===== src/rtl/stl_pkg.sv =====
// Package for the source token lexer: result item, scan state and kind tables.
// Used by stl_step, stl_outq and source_token_lexer_core.
package stl_pkg;

  localparam logic [5:0] KindNegate = 6'd0;
  localparam logic [5:0] KindId     = 6'd1;
  localparam logic [5:0] KindInt    = 6'd2;
  localparam logic [5:0] KindHex    = 6'd3;
  localparam logic [5:0] KindBin    = 6'd4;
  localparam logic [5:0] KindString = 6'd5;
  localparam logic [5:0] KindChar   = 6'd6;
  localparam logic [5:0] KindDot    = 6'd44;
  localparam logic [5:0] KindEnd    = 6'd47;
  localparam logic [5:0] KindError  = 6'd48;

  localparam logic [2:0] KwMiss = 3'd4;

  typedef enum logic [3:0] {
    MODE_IDLE, MODE_IDENT, MODE_ZERO, MODE_DEC, MODE_HEX, MODE_BIN,
    MODE_STR, MODE_CHR, MODE_OPER, MODE_DOTS, MODE_LINE, MODE_BLOCK
  } mode_e;

  typedef struct packed {
    logic [5:0] kind;
    logic [7:0] vbyte;
    logic       present;
    logic       last;
  } item_t;

  typedef struct packed {
    mode_e      mode;
    logic [7:0] hb;
    logic       hv;
    logic [2:0] kp;
    logic [1:0] dr;
    logic       el;
  } state_t;

  function automatic logic is_alpha(logic [7:0] c);
    return (c >= "a" && c <= "z") || (c >= "A" && c <= "Z");
  endfunction

  function automatic logic is_digit(logic [7:0] c);
    return c >= "0" && c <= "9";
  endfunction

  function automatic logic is_xdigit(logic [7:0] c);
    return is_digit(c) || (c >= "a" && c <= "f") || (c >= "A" && c <= "F");
  endfunction

  function automatic logic is_opstart(logic [7:0] c);
    return c == "-" || c == "+" || c == "=" || c == "&" || c == "<" ||
           c == "|" || c == ">" || c == "*";
  endfunction

  // {hit, kind}
  function automatic logic [6:0] single_kind(logic [7:0] c);
    logic [6:0] r;
    r = 7'd0;
    unique case (c)
      ",": r = {1'b1, 6'd31};
      ";": r = {1'b1, 6'd32};
      ":": r = {1'b1, 6'd33};
      "^": r = {1'b1, 6'd34};
      "%": r = {1'b1, 6'd35};
      "!": r = {1'b1, KindNegate};
      "#": r = {1'b1, 6'd36};
      "?": r = {1'b1, 6'd37};
      "(": r = {1'b1, 6'd38};
      "[": r = {1'b1, 6'd39};
      "{": r = {1'b1, 6'd40};
      ")": r = {1'b1, 6'd41};
      "]": r = {1'b1, 6'd42};
      "}": r = {1'b1, 6'd43};
      "/": r = {1'b1, 6'd45};
      "@": r = {1'b1, 6'd46};
      default: r = 7'd0;
    endcase
    return r;
  endfunction

  function automatic logic [6:0] pair_kind(logic [7:0] a, logic [7:0] b);
    logic [6:0] r;
    r = 7'd0;
    unique case (a)
      "-": r = (b == ">") ? {1'b1, 6'd7} : (b == "-") ? {1'b1, 6'd8} :
               (b == "?") ? {1'b1, 6'd9} : 7'd0;
      "+": r = (b == "+") ? {1'b1, 6'd11} : 7'd0;
      "=": r = (b == ">") ? {1'b1, 6'd13} : (b == "=") ? {1'b1, 6'd14} :
               (b == "?") ? {1'b1, 6'd15} : 7'd0;
      "&": r = (b == "&") ? {1'b1, 6'd17} : (b == "?") ? {1'b1, 6'd18} : 7'd0;
      "<": r = (b == "=") ? {1'b1, 6'd20} : (b == "-") ? {1'b1, 6'd21} :
               (b == "<") ? {1'b1, 6'd22} : 7'd0;
      "|": r = (b == "|") ? {1'b1, 6'd24} : 7'd0;
      ">": r = (b == "=") ? {1'b1, 6'd26} : (b == ">") ? {1'b1, 6'd27} : 7'd0;
      "*": r = (b == "*") ? {1'b1, 6'd29} : 7'd0;
      default: r = 7'd0;
    endcase
    return r;
  endfunction

  function automatic logic [5:0] lone_kind(logic [7:0] a);
    logic [5:0] r;
    unique case (a)
      "-": r = 6'd10;
      "+": r = 6'd12;
      "=": r = 6'd16;
      "&": r = 6'd19;
      "<": r = 6'd23;
      "|": r = 6'd25;
      ">": r = 6'd28;
      default: r = 6'd30;
    endcase
    return r;
  endfunction

endpackage


===== src/rtl/stl_step.sv =====
// Next-state and result logic for one source byte; holds the scan state.
// Depends on stl_pkg.
module stl_step (
  input  logic           clk_i,
  input  logic           rst_ni,
  input  logic           step_i,
  input  logic [7:0]     c_i,
  output logic [1:0]     n_o,
  output stl_pkg::item_t it0_o,
  output stl_pkg::item_t it1_o,
  output logic           lock_o
);
  import stl_pkg::*;

  typedef struct packed {
    state_t     st;
    item_t      i0;
    item_t      i1;
    logic [1:0] n;
  } ctx_t;

  state_t st_q, st_d;
  ctx_t   cx;

  function automatic ctx_t emit(ctx_t x, logic [5:0] k, logic [7:0] b, logic p, logic l);
    item_t it;
    it.kind    = k;
    it.vbyte   = p ? b : 8'd0;
    it.present = p;
    it.last    = l;
    if (x.n == 2'd0) x.i0 = it;
    else x.i1 = it;
    x.n = x.n + 2'd1;
    return x;
  endfunction

  function automatic ctx_t shift_in(ctx_t x, logic [7:0] c);
    if (x.st.hv) x = emit(x, KindNegate, x.st.hb, 1'b1, 1'b0);
    x.st.hb = c;
    x.st.hv = 1'b1;
    return x;
  endfunction

  function automatic ctx_t finish(ctx_t x, logic [5:0] k);
    x = emit(x, k, x.st.hb, x.st.hv, 1'b1);
    x.st.hv   = 1'b0;
    x.st.hb   = 8'd0;
    x.st.kp   = 3'd0;
    x.st.dr   = 2'd0;
    x.st.mode = MODE_IDLE;
    return x;
  endfunction

  function automatic ctx_t start_token(ctx_t x, logic [7:0] c);
    logic [6:0] sk;
    sk = single_kind(c);
    x.st.hv = 1'b0;
    x.st.hb = 8'd0;
    priority if (c == 8'd0) begin
      x = finish(x, KindEnd);
    end else if (c == 8'd13 || c == 8'd10 || c == " " || c == 8'd9) begin
    end else if (is_alpha(c)) begin
      x.st.mode = MODE_IDENT;
      x.st.kp   = (c == "n") ? 3'd1 : KwMiss;
      x = shift_in(x, c);
    end else if (is_digit(c)) begin
      x.st.mode = (c == "0") ? MODE_ZERO : MODE_DEC;
      x = shift_in(x, c);
    end else if (c == "\"") begin
      x.st.mode = MODE_STR;
    end else if (c == "'") begin
      x.st.mode = MODE_CHR;
    end else if (c == ".") begin
      x.st.mode = MODE_DOTS;
      x.st.dr   = 2'd1;
    end else if (is_opstart(c)) begin
      x.st.mode = MODE_OPER;
      x = shift_in(x, c);
    end else if (sk[6]) begin
      x = emit(x, sk[5:0], c, 1'b1, 1'b1);
    end else begin
      x = emit(x, KindError, c, 1'b1, 1'b1);
      x.st.el = 1'b1;
    end
    return x;
  endfunction

  always_comb begin
    logic [6:0] pk;
    logic [7:0] c;
    c  = c_i;
    cx = '0;
    cx.st = st_q;
    pk = pair_kind(st_q.hb, c);
    if (st_q.el) begin
      if (c == 8'd0) begin
        cx.st.el = 1'b0;
        cx = finish(cx, KindEnd);
      end
    end else begin
      unique case (st_q.mode)
        MODE_IDENT: begin
          if (is_alpha(c) || is_digit(c)) begin
            if (st_q.kp == 3'd1 && c == "o") cx.st.kp = 3'd2;
            else if (st_q.kp == 3'd2 && c == "t") cx.st.kp = 3'd3;
            else cx.st.kp = KwMiss;
            cx = shift_in(cx, c);
          end else begin
            cx = finish(cx, (st_q.kp == 3'd3) ? KindNegate : KindId);
            cx = start_token(cx, c);
          end
        end
        MODE_ZERO: begin
          if (c == "x" || c == "b") begin
            cx.st.mode = (c == "x") ? MODE_HEX : MODE_BIN;
            cx.st.hv = 1'b0;
            cx.st.hb = 8'd0;
          end else if (is_digit(c)) begin
            cx.st.mode = MODE_DEC;
            cx = shift_in(cx, c);
          end else begin
            cx = finish(cx, KindInt);
            cx = start_token(cx, c);
          end
        end
        MODE_DEC: begin
          if (is_digit(c)) cx = shift_in(cx, c);
          else begin
            cx = finish(cx, KindInt);
            cx = start_token(cx, c);
          end
        end
        MODE_HEX: begin
          if (is_xdigit(c)) cx = shift_in(cx, c);
          else begin
            cx = finish(cx, KindHex);
            cx = start_token(cx, c);
          end
        end
        MODE_BIN: begin
          if (c == "0" || c == "1") cx = shift_in(cx, c);
          else begin
            cx = finish(cx, KindBin);
            cx = start_token(cx, c);
          end
        end
        MODE_STR, MODE_CHR: begin
          if (c == ((st_q.mode == MODE_STR) ? 8'h22 : 8'h27)) begin
            cx = finish(cx, (st_q.mode == MODE_STR) ? KindString : KindChar);
          end else if (c == 8'd0) begin
            cx = finish(cx, (st_q.mode == MODE_STR) ? KindString : KindChar);
            cx = start_token(cx, c);
          end else begin
            cx = shift_in(cx, c);
          end
        end
        MODE_OPER: begin
          if (pk[6]) begin
            cx = shift_in(cx, c);
            cx = finish(cx, pk[5:0]);
          end else begin
            cx = finish(cx, lone_kind(st_q.hb));
            cx = start_token(cx, c);
          end
        end
        MODE_DOTS: begin
          if (st_q.dr < 2'd2) begin
            if (c == ".") cx.st.dr = 2'd2;
            else begin
              cx.st.hb = ".";
              cx.st.hv = 1'b1;
              cx = finish(cx, KindDot);
              cx = start_token(cx, c);
            end
          end else if (c == ".") begin
            cx.st.mode = MODE_BLOCK;
            cx.st.dr   = 2'd2;
          end else if (c == 8'd10) begin
            cx.st.mode = MODE_IDLE;
            cx.st.dr   = 2'd0;
          end else if (c == 8'd0) begin
            cx = start_token(cx, c);
          end else begin
            cx.st.mode = MODE_LINE;
            cx.st.dr   = 2'd0;
          end
        end
        MODE_LINE: begin
          if (c == 8'd10) cx.st.mode = MODE_IDLE;
          else if (c == 8'd0) cx = start_token(cx, c);
        end
        MODE_BLOCK: begin
          if (c == 8'd0) cx = start_token(cx, c);
          else if (c == ".") begin
            if (st_q.dr >= 2'd2) begin
              cx.st.dr   = 2'd0;
              cx.st.mode = MODE_IDLE;
            end else begin
              cx.st.dr = st_q.dr + 2'd1;
            end
          end else begin
            cx.st.dr = 2'd0;
          end
        end
        default: begin
          cx.st.mode = MODE_IDLE;
          cx = start_token(cx, c);
        end
      endcase
    end
    st_d = step_i ? cx.st : st_q;
  end

  assign n_o    = cx.n;
  assign it0_o  = cx.i0;
  assign it1_o  = cx.i1;
  assign lock_o = st_q.el;

  always_ff @(posedge clk_i or negedge rst_ni) begin
    if (!rst_ni) begin
      st_q <= '{mode: MODE_IDLE, default: '0};
    end else begin
      st_q <= st_d;
    end
  end

endmodule


===== src/rtl/stl_outq.sv =====
// Four-entry result queue, up to two writes per cycle, one read.
// Depends on stl_pkg.
module stl_outq (
  input  logic           clk_i,
  input  logic           rst_ni,
  input  logic [1:0]     wr_n_i,
  input  stl_pkg::item_t wr0_i,
  input  stl_pkg::item_t wr1_i,
  input  logic           rd_i,
  output stl_pkg::item_t rd_o,
  output logic [2:0]     cnt_o
);
  import stl_pkg::*;

  item_t      mem_q [4];
  logic [1:0] wp_q, rp_q;
  logic [2:0] cnt_q;
  logic       rd;

  assign rd    = rd_i && (cnt_q != 3'd0);
  assign rd_o  = mem_q[rp_q];
  assign cnt_o = cnt_q;

  always_ff @(posedge clk_i) begin
    if (wr_n_i != 2'd0) mem_q[wp_q] <= wr0_i;
    if (wr_n_i == 2'd2) mem_q[wp_q + 2'd1] <= wr1_i;
  end

  always_ff @(posedge clk_i or negedge rst_ni) begin
    if (!rst_ni) begin
      wp_q  <= '0;
      rp_q  <= '0;
      cnt_q <= '0;
    end else begin
      wp_q  <= wp_q + wr_n_i;
      rp_q  <= rp_q + {1'b0, rd};
      cnt_q <= cnt_q + {1'b0, wr_n_i} - {2'b0, rd};
    end
  end

endmodule


===== src/rtl/source_token_lexer_core.sv =====
// Source token lexer: one byte a cycle in, token bytes out with kind on last.
// A result is written into the registered result queue at the edge that accepts the byte that causes it.
// Throughput: one byte per cycle while the result queue has two free slots.
// Reset (asynchronous, active low) idles the scanner and empties the queue.
// Depends on stl_pkg, stl_step, stl_outq.
module source_token_lexer_core (
  input  logic       clk_i,
  input  logic       rst_ni,
  input  logic       in_valid_i,
  output logic       in_ready_o,
  input  logic [7:0] char_byte_i,
  output logic       out_valid_o,
  input  logic       out_ready_i,
  output logic [5:0] token_kind_o,
  output logic [7:0] value_byte_o,
  output logic       value_present_o,
  output logic       last_of_token_o
);
  import stl_pkg::*;

  logic       acc;
  logic [1:0] n, wr_n;
  item_t      it0, it1, head;
  logic [2:0] cnt;
  logic       lock;

  assign in_ready_o = cnt <= 3'd2;
  assign acc        = in_valid_i && in_ready_o;
  assign wr_n       = acc ? n : 2'd0;

  stl_step u_step (
    .clk_i, .rst_ni, .step_i(acc), .c_i(char_byte_i),
    .n_o(n), .it0_o(it0), .it1_o(it1), .lock_o(lock)
  );

  stl_outq u_q (
    .clk_i, .rst_ni, .wr_n_i(wr_n), .wr0_i(it0), .wr1_i(it1),
    .rd_i(out_ready_i), .rd_o(head), .cnt_o(cnt)
  );

  assign out_valid_o     = cnt != 3'd0;
  assign token_kind_o    = head.kind;
  assign value_byte_o    = head.vbyte;
  assign value_present_o = head.present;
  assign last_of_token_o = head.last;

  a_cnt_max: assert property (@(posedge clk_i) disable iff (!rst_ni) cnt <= 3'd4)
    else $error("result queue overflow");
  a_mid_kind: assert property (@(posedge clk_i) disable iff (!rst_ni)
    out_valid_o && !last_of_token_o |-> token_kind_o == KindNegate && value_present_o)
    else $error("inner item carries a kind or no byte");
  a_lock_quiet: assert property (@(posedge clk_i) disable iff (!rst_ni)
    acc && lock && char_byte_i != 8'd0 |-> n == 2'd0)
    else $error("output while locked on error");
  a_two_max: assert property (@(posedge clk_i) disable iff (!rst_ni) n != 2'd3)
    else $error("too many items for one byte");

endmodule


===== config.mk =====
export PLATFORM = sky130hd
export DESIGN_NAME = source_token_lexer_core
export DESIGN_NICKNAME = d
export VERILOG_FILES = /design/src/rtl/stl_pkg.sv /design/src/rtl/stl_step.sv /design/src/rtl/stl_outq.sv /design/src/rtl/source_token_lexer_core.sv
export SDC_FILE = /design/constraint.sdc
export NUM_CORES = 1
export LEC_CHECK = 0
export ABC_CLOCK_PERIOD_IN_PS = 5100
export BUFFER_PORTS_ARGS = -buffer_cell sky130_fd_sc_hd__buf_2
export CAP_MARGIN = 20
export CORE_MARGIN = 2
export CORE_UTILIZATION = 55
export CTS_BUF_LIST = sky130_fd_sc_hd__clkbuf_16
export DETAILED_ROUTE_END_ITERATION = 16
export PLACE_DENSITY = 0.72
export SLEW_MARGIN = 20
export SYNTH_ARGS = -nofsm -noshare
export SYNTH_HDL_FRONTEND = slang
export SYNTH_SLANG_ARGS = --single-unit

===== constraint.sdc =====
create_clock -name clk_i -period 5.1 [get_ports clk_i]
set_input_delay 0.765 -clock clk_i [delete_from_list [all_inputs] [get_ports clk_i]]
set_output_delay 0.765 -clock clk_i [all_outputs]
set_load 0.02 [all_outputs]

* Yosys cells after proc, flatten, opt, wreduce, memory -nomap -nowiden
Memories as Yosys holds them, arrays and structs flattened.
Index checks and enable logic that the tools add are counted.
** Storage, ports and cells
- Register bits :: 26
- Bits in writable memories :: 64
- Input port bits :: 12
- Output and inout port bits :: 18
- Word-level logic and storage cells :: 353
- Memories kept :: 1
** Operators by class
- $add $sub $neg :: 7
- Magnitude comparators :: 11
- Equality and inequality tests :: 81
- Multiplexer cells :: 207
- Reductions and logical operators :: 37
** Memory list
- u_q.mem_q :: depth 4, bits a word 16, rd ports 1, clocked after Yosys merged registers in 0, write ports 2, RTL line stl_outq.sv:15 : item_t mem_q [4];
** Operators with widths (count)
- $mux W53 :: 50
- $mux W49 :: 17
- $mux W35 :: 19
- $pmux W53 S10 :: 1
- $mux W7 :: 40
- $eq A8 B6 Y1 const B :: 30
- $mux W12 :: 10
- $mux W4 :: 30
- $pmux W7 S16 :: 1
- $eq A8 B7 Y1 const B :: 13
- $mux W34 :: 3
- $mux W28 :: 3
- $pmux W7 S8 :: 1
- $mux W16 :: 3
- $ne A11 B10 Y1 const B :: 4
- $mux W40 :: 1
- $pmux W5 S7 :: 1
- $le A8 B7 Y1 const B :: 4
- $mux W2 :: 14
- $eq A8 B4 Y1 const B :: 3
- $reduce_bool A11 Y1 :: 2
- $eq A4 B3 Y1 const B :: 4
- $eq A4 B4 Y1 const B :: 4
- $ge A8 B7 Y1 const B :: 2
- other kinds (41) :: 83

* Depth between registers and ports, before layout
Gate-level depths: netlist of run 1.
- Depth in word-level cells :: 24
- Mapped depth :: 18
- Gate-level depth less buffers :: 15

* By module
A second synthesis of run 1 with hierarchy kept.
** Unflattened totals
- Cells, all modules :: 863
- Area total of the unflattened synthesis :: 7895.1 um^2
** By module, submodules not included
- stl_step :: instances 1, cells each 663, area each 4245.3 um^2, seq. area each 475.5 um^2
- stl_outq :: instances 1, cells each 194, area each 3606.0 um^2, seq. area each 2097.0 um^2
- source_token_lexer_core :: instances 1, cells each 6, area each 43.8 um^2, seq. area each 0.0 um^2

* Worst setup path before layout of run 1
Ideal clock, no wire load.
- Path kind :: input to register
- From :: in char_byte_i[7]
- To :: mem u_q.mem_q[0][0] (netlist bit) (enable)
- Arrival :: 4.584 ns
- Required time :: 4.653 ns
- Path slack :: 0.069 ns
- Stages on the path :: 11
- Buffers on the path :: 2
- Cell sequence :: buf_2 or4b_2 clkbuf_1 nor2_1 a22oi_1 nor2b_1 nand3b_1 a2111oi_0 o211ai_1 o211ai_2 o311ai_0
** RTL lines
- from (decl) :: RTL line source_token_lexer_core.sv:11 : input logic [7:0] char_byte_i,
- to (decl) :: RTL line stl_outq.sv:15

* Worst setup path after layout of run 1
- From :: in char_byte_i[6]
- To :: reg u_q.cnt_q[2], in the netlist u_q.cnt_o[2]
** On the way
- Word-level cells in the longest chain between the ends :: 22
- Elaborated cells between the ends (all ways) :: 151
- Those cells by class :: add/sub (2); order compare (8); eq/ne (21); mux (98); reduce/logical (22)
** Ends and longest elaborated chain
- $eq A8 B6 Y1 (on tied branches)
- $logic_or A1 B1 Y1 (5 in a row) :: RTL line stl_pkg.sv:52 : return c == "-" || c == "+" || c == "=" || c == "&" || c == "<" ||
- $logic_or A1 B1 Y1 (2 in a row) :: RTL line stl_pkg.sv:53 : c == "|" || c == ">" || c == "*";
- $mux W53 :: RTL line stl_step.sv:76 : end else if (is_opstart(c)) begin
- $mux W49 / $mux W35 (equally long branches) :: RTL line stl_step.sv:71, stl_step.sv:73
- $mux W49 (on tied branches) :: RTL line stl_step.sv:69, stl_step.sv:71
- $mux W53 / $mux W49 (equally long branches) :: RTL line stl_step.sv:66, stl_step.sv:69
- $mux W53 (on tied branches) :: RTL line stl_step.sv:62, stl_step.sv:66
- $mux W53 (on tied branches) :: RTL line stl_step.sv:61, stl_step.sv:62
- $mux W53 (on tied branches) :: RTL line stl_step.sv:59, stl_step.sv:61
- $mux W35, or another cell as far along :: RTL line stl_step.sv:168 : if (c == ".") cx.st.dr = 2'd2;
- $mux W53, or another cell as far along :: RTL line stl_step.sv:167 : if (st_q.dr < 2'd2) begin
- $pmux W53 S10 :: RTL line stl_step.sv:101 : unique case (st_q.mode)
- $mux W53 (*) :: RTL line stl_step.sv:95 : if (st_q.el) begin
- $mux W2 (*) :: RTL line source_token_lexer_core.sv:29 : assign wr_n = acc ? n : 2'd0;
- $add A3 B2 Y3 (*) :: RTL line stl_outq.sv:37 : cnt_q <= cnt_q + {1'b0, wr_n_i} - {2'b0, rd};
- $sub A3 B1 Y3 (*) :: RTL line stl_outq.sv:37
- to (signal assigned) :: RTL line stl_outq.sv:37
- to (decl) :: RTL line stl_outq.sv:17 : logic [2:0] cnt_q;
Mark *: on every way between the ends. The rest lies on a longest branch, timed or not. The select of a mux whose other input is x is not followed.
A chain may end at the register's enable or synchronous reset.

==> qor.csv, run 1 <==
metric,value,unit
instance count on the critical path,16,
post-synth design cell area,7600,um2
CP peak stage delay,0.67,ns
"antenna viol nets, final",0,
Period minus WS final,4.58,ns
Post-CTS Hold Buffers,0,
Bufs on Longest Clock Path,2,
unique cell type count in the Yosys netlist,87,
n_diodes,0,
# DRC,0,
mean routed wirelength per cell,27.5,um
GRT Total Usage,39.4,%
setup TNS,0,ns
Std-Cell Rows,42,
kind of critical path,in2reg,
Lkg Pwr,3.14,nW
largest net degree at the start of global routing,38,
FF-to-FF path depth,12,
first-pass GRT wire length,43700,um
Worst Path Required,5.34,ns
routability cong.,1.10,
initial antenna violation count,0,
Initial DRC Count,1129,
Tcrit/Tclk final,89.7,%
vias per cell,7.36,
Area growth syn-to-layout,8.43,%
Cells after Synth,844,
Top delay family on crit path,compound AO/OA/AOI/OAI gates,
final WL,28600,um
Root Buffer,clkbuf_16,
Slew Limit Fails,0,
status,"finished, final reports clean",
remaining global-route overflow,0,
Worst Max-Slew Pin Slew,1.09,ns
fill count,1143,
clock latency on the worst-skew pair,0.35,ns
"most common cell after layout, fill and taps aside",nand2_1,
FMAX,218,MHz
Max Cap Viol,0,
Mapped Avg Cell Area,9.01,um2
fraction of layout cells with a size suffix above 1,17.1,%
pwr/cell area,331,nW/um2
"Seq/Total Area, Yosys",33.8,%
RSZ-0062 raised after global routing,false,
register bit total from synthesis,90,
clk slew on worst S/H paths,0.07,ns
Hold Crit Class,in2async,
Max-slew headroom,26.4,%
Via Count,7651,
"Setup violations, final",0,
Post-Syn Nets,862,
CTS tree,built,
postcts setup bufs,0,
most frequent cells in the layout,"nand2_1 (84), nor2_1 (68), edfxtp_1 (64)",
fin nets,877,
endpoints failing hold,0,
crit start category,input port,
TritonRoute pass-1 iters,6,
Initial Utilization,56.9,%
depth of the CTS H-tree,3,
overall die width,122,um
Ys Warns,0,
Post-CTS Resized,0,
Die Y,122,um
I/O pin cnt,30,
post-synthesis async set-or-reset flop share,28.9,%
CP max-delay cell,nor4bb_1,
WP data arrival,4.82,ns
CORE AREA,13300,um2
Final Total Pwr,2.73,mW
buffer and inverter count on the worst path,3,
number of global-route vias before repair,7475,
die area,14800,um2
PortBufs,29,
Num CTS Buffers,9,
clock sinks,90,
Peak VDD IR,0.198,mV
Post-synth EDFFs,64,
top_reg_cell synth,edfxtp_1,
critical path endpoint category,flip-flop,
clock skew,0.00817,ns
CP cell instances,"buf_2, nor4bb_1, nand3_1, a21bo_2, nand2_1, a21oi_1, a2111oi_0, o211ai_1, o211ai_2, ha_1, inv_1, ha_1, inv_1, fa_1, xor2_1, xnor2_1",
DPL Wire Length,21300,um
crit-path max FO,24,
## cell families after synthesis
| kind of cell | Yosys count | synth area share [%] |
|---|---|---|
| AND/OR/NAND/NOR | 359 | 25.3 |
| AO/OA/AOI/OAI | 220 | 20.5 |
| flip-flops | 90 | 33.8 |
| buffers and inverters | 80 | 4.76 |
| multiplexers | 79 | 13.4 |
| XOR/XNOR | 10 | 1.15 |
| adder cells (fa/ha/maj) | 6 | 1.09 |
## stage by stage
step	hold WS [ns]	instances	instance area [um2]	util [%]	setup WS, ns
CTS	0.468	1039	8240	61.7	0.728
detailed placement	0.495	1024	7980	59.8	0.363
global route	0.505	1039	8240	61.7	0.376
global placement	0.480	1024	7980	59.8	0.423
finish	0.462	1039	8240	61.7	0.523
floorplan	0.460	844	7600	-	0.0693
## final cells by class
type                       instances  area (um2)  share of cell area, %
timing repair buffer              68         438                   5.31
clock buffer                       9         225                   2.73
multi-input combinational        674        4690                   56.9
clock inverter                     6        36.3                  0.440
tap                              176         220                   2.67
sequential                        90        2570                   31.2
inverter                          16        60.1                  0.729
## sequential cells by signal (all words and copies together), names as in the netlist
signal	flops
u_q.rp_q	2
u_q.wp_q	2
u_step.st_q	18
u_step.lock_o	1
u_q.cnt_o	3
u_q.mem_q	64
## path summary, 6_finish.rpt
kind                                       from              end  slack, ns
min in group clk_i                 u_q.cnt_o[2]     u_q.cnt_o[2]       0.52
worst min register to register     u_q.cnt_o[2]     u_q.cnt_o[2]       0.52
worst min-delay path                     rst_ni  u_step.st_q[11]       0.46
worst max-delay path             char_byte_i[6]     u_q.cnt_o[2]       0.52
worst max register to register  u_step.st_q[16]     u_q.cnt_o[2]       0.83
max in group asynchronous                rst_ni      u_q.rp_q[0]       4.12
## layer usage
layer	up-vias	share of wire (%)	track usage, %
met5	-	0	0
met4	0	6.0	20.1
met3	151	10	8.43
met2	588	47	63.6
met1	3645	37	50.1
li1	3267	-	-
## where the power goes
| part | internal (mW) | switching (mW) | total (mW) | leakage (nW) |
|---|---|---|---|---|
| logic | 0.424 | 0.608 | 1.03 | 2.08 |
| registers | 0.856 | 0.241 | 1.10 | 0.928 |
| clock network | 0.324 | 0.278 | 0.602 | 0.126 |
| total | 1.60 | 1.13 | 2.73 | 3.14 |
## cells in the mapped netlist, drive strengths merged (5+ instances only)
master	number	area share [%]
a211oi	10	1.1
a21o	5	0.49
a21oi	46	3.0
a221oi	5	0.58
a22o	10	1.2
a31oi	11	0.91
a32oi	7	0.81
and2	18	1.5
buf	34	2.5
clkbuf	30	1.5
dfrtp	26	8.6
edfxtp	64	25
ha	5	0.82
inv	15	0.74
mux2	20	3.0
mux2i	43	5.7
mux4	16	4.7
nand2	85	4.2
nand2b	20	1.6
nand3	37	2.6
nand3b	6	0.59
nand4	5	0.41
nand4b	5	0.58
nor2	69	3.4
nor2b	19	1.6
nor3	30	2.0
nor4	18	1.5
nor4bb	8	1.1
o211ai	10	1.1
o21a	6	0.59
o21ai	41	2.8
o22ai	9	0.74
o31ai	6	0.59
or2	5	0.41
or3	10	0.82
xnor2	5	0.58
xor2	5	0.58
Power figures use the tool's default switching activity.
==> run 2: changes to the inputs <==
- ABC_AREA: not set -> 1
==> run 2 against run 1 <==
Effect of this change: synthesized cell count grew 50%; final cell count grew 40%; hold slack lost 0.0079 ns; area after synthesis grew 4.4%; via count grew 20%; worst setup slack gained 0.42 ns; non-clock buffer count shrank 21; global-route usage shrank 0.82 points; clock-buffer cell count is the same; register-to-register slack gained 0.70 ns; die area grew 4.2%; first-iteration DRC count grew 20%; critical endpoint unchanged; largest cell class unchanged; highest routed layer unchanged.
==> qor.csv, run 2 <==
metric,value,unit,change
status,"finished, final reports clean",,
n_diodes,0,,unchanged
max reg flops,64,,unchanged
met1 usage,48.8,%,-1.3 points
"Seq/Total Area, Yosys",32.4,%,-1.4 points
postcts setup bufs,0,,unchanged
Area growth syn-to-layout,7.51,%,
RSZ-0062 raised after global routing,false,,
post-synth top area cell,edfxtp_1,,
CORE AREA,14000,um2,+4.8%
Cells after Synth,1262,,+50%
number of global-route vias before repair,8327,,+11%
vias per cell,6.32,,-14%
Worst Max-Slew Pin Slew,0.919,ns,-0.175 ns
placed cell area,8200,um2,+2.8%
post-synth design cell area,7930,um2,+4.4%
"most common cell after layout, fill and taps aside",nand2_1,,
met2 global-route usage,61.5,%,-2.0 points
FMAX,241,MHz,+10%
Bufs on Longest Clock Path,2,,unchanged
Hold Crit Class,in2async,,
clock latency on the worst-skew pair,0.36,ns,about the same
I/O pin cnt,30,,unchanged
first-pass GRT wire length,44800,um,+2.5%
clock skew,0.0102,ns,+0.00206 ns
initial antenna violation count,0,,unchanged
fin nets,1290,,+47%
met3 Use GR,8.06,%,-0.37 points
top-count cell post-synth,nand2_1,,
Slew Limit Fails,0,,unchanged
DPL Wire Length,21900,um,+3.3%
"antenna viol nets, final",0,,unchanged
pwr/cell area,352,nW/um2,+6.3%
top post-synthesis cells by area,"edfxtp_1 (24%), nand2_1 (18%), dfrtp_1 (8.2%), nor2_1 (7.7%), nand3_1 (7.4%)",,
endpoints failing hold,0,,unchanged
"Setup violations, final",0,,unchanged
mean routed wirelength per cell,19.8,um,-28%
Max Cap Viol,0,,unchanged
Num CTS Buffers,9,,unchanged
unique cell type count in the Yosys netlist,52,,-40%
Period minus WS final,4.15,ns,-0.425 ns
most frequent cells in the layout,"nand2_1 (389), nor2_1 (163), nand3_1 (117)",,
final WL,28900,um,+1.2%
Initial Utilization,56.7,%,-0.24 points
Die Y,124,um,+2.1%
clk slew on worst S/H paths,0.07,ns,about the same
clock sinks,90,,unchanged
die area,15400,um2,+4.2%
Mapped Avg Cell Area,6.29,um2,-30%
PortBufs,29,,unchanged
Reg with most FFs,u_q.mem_q,,
Max-slew headroom,38.6,%,+12 points
crit-path max FO,9,,-63%
critical path endpoint category,flip-flop,,
WP data arrival,4.39,ns,-0.43 ns
Post-CTS Resized,0,,unchanged
Initial DRC Count,1359,,+20%
GRT Total Usage,38.6,%,-0.82 points
overall die width,124,um,+2.1%
Post-synth EDFFs,64,,unchanged
Worst Path Required,5.34,ns,about the same
crit start category,input port,,
kind of critical path,in2reg,,
top cell type's share of synthesized area,24.2,%,-1.1 points
register bit total from synthesis,90,,unchanged
Root Buffer,clkbuf_16,,
depth of the CTS H-tree,3,,unchanged
fill count,1368,,+20%
worst reg2reg setup slack,1.53,ns,+0.70 ns
Std-Cell Rows,43,,+2.4%
remaining global-route overflow,0,,unchanged
# DRC,0,,unchanged
GR peak layer,met2,,
routability cong.,1.09,,-0.79%
"final std cell area, no fill",8530,um2,+3.5%
Lkg Pwr,3.95,nW,+26%
fraction of layout cells with a size suffix above 1,7.83,%,-9.3 points
most frequent cells after synthesis,"nand2_1 (389), nor2_1 (163), nand3_1 (117)",,
Ys Warns,0,,unchanged
post-synthesis async set-or-reset flop share,28.9,%,unchanged
CTS tree,built,,
largest net degree at the start of global routing,35,,-7.9%
setup TNS,0,ns,unchanged
TritonRoute pass-1 iters,8,,+2
Tcrit/Tclk final,81.4,%,-8.3 points
Final Total Pwr,3.00,mW,+9.9%
Post-Syn Nets,1280,,+48%
Via Count,9207,,+20%
top_reg_cell synth,edfxtp_1,,
Post-CTS Hold Buffers,0,,unchanged
Peak VDD IR,0.181,mV,-8.2%
==> run 2: changes by cell type in the layout (fill, tap and decap cells not counted), moves of 21 or more <==
cell	previous run	this run
buf_4	39	18
inv_1	16	113
mux2i_1	43	0
nand2_1	84	389
nand3_1	34	117
nand4_1	5	28
nor2_1	68	163
o21ai_0	37	88
o21ai_1	3	59
==> run 2: cells by family (layout without fill, tap and decap cells) <==
family,after synthesis,count (layout),share of synthesized area [%]
buffers and inverters,170,185,8.80
AOI/OAI and AO/OA,234,234,16.2
xor gates and xnor gates,5,5,0.552
adders and majority gates,6,6,1.04
DFF,90,90,32.4
and+or+nand+nor,757,757,41.0
==> run 2: stage by stage <==
step	hold slack [ns]	utilization, %	worst slack [ns]	instances
after floorplan	0.464	-	1.66	1262
after global placement	0.492	58.6	0.734	1441
after detailed placement	0.487	58.6	0.717	1441
after CTS	0.472	61.0	1.08	1457
after global routing	0.503	61.0	0.640	1457
final	0.454	61.0	0.948	1457
==> run 2: final cells by class <==
class	instances	area, um2	share of cell area [%]
Inverter	122	458	5.37
Clock buffer	9	225	2.64
Timing Repair Buffer	47	280	3.29
Multi-Input combinational cell	1002	4670	54.7
Sequential cell	90	2570	30.2
Tap cell	180	225	2.64
Clock inverter	7	100	1.17
==> run 2: per-layer routing <==
| metal | routed length (um) | vias to the layer above |
|---|---|---|
| li1 | - | 4259 |
| met1 | 11000 | 4093 |
| met2 | 12800 | 672 |
| met3 | 3340 | 183 |
| met4 | 1790 | 0 |
| met5 | 0 | - |
==> run 2: report_power, final <==
part           total [mW]  switching, mW  internal (mW)
logic                1.30          0.919          0.380
clock network       0.740          0.305          0.435
registers           0.965          0.116          0.849
total                3.00           1.34           1.66
==> run 2: critical path, cell delays in order <==
cell and delay, ns:
buf_2 0.13, inv_2 0.18, nand2_1 0.19, nor2_1 0.49
nand3_1 0.18, nand2_1 0.12, nor2_1 0.08, o21ai_0 0.40
inv_1 0.22, nand2_1 0.11, nand2_1 0.05, nor2_1 0.12
nand4_1 0.12, nand2_1 0.13, ha_1 0.24, inv_1 0.05
ha_1 0.13, inv_1 0.05, fa_1 0.38, xnor2_1 0.15
xor2_1 0.14
==> run 2: final timing paths <==
kind                                         to  cells after the start             from
worst max-delay path               u_q.cnt_o[2]                     21   char_byte_i[7]
worst min-delay path            u_step.st_q[18]                      1           rst_ni
worst max register to register     u_q.cnt_o[2]                     18  u_step.st_q[17]
worst min register to register     u_q.cnt_o[2]                      1     u_q.cnt_o[2]
max in group asynchronous           u_q.wp_q[0]                      1           rst_ni
min in group clk_i                 u_q.cnt_o[2]                      1     u_q.cnt_o[2]
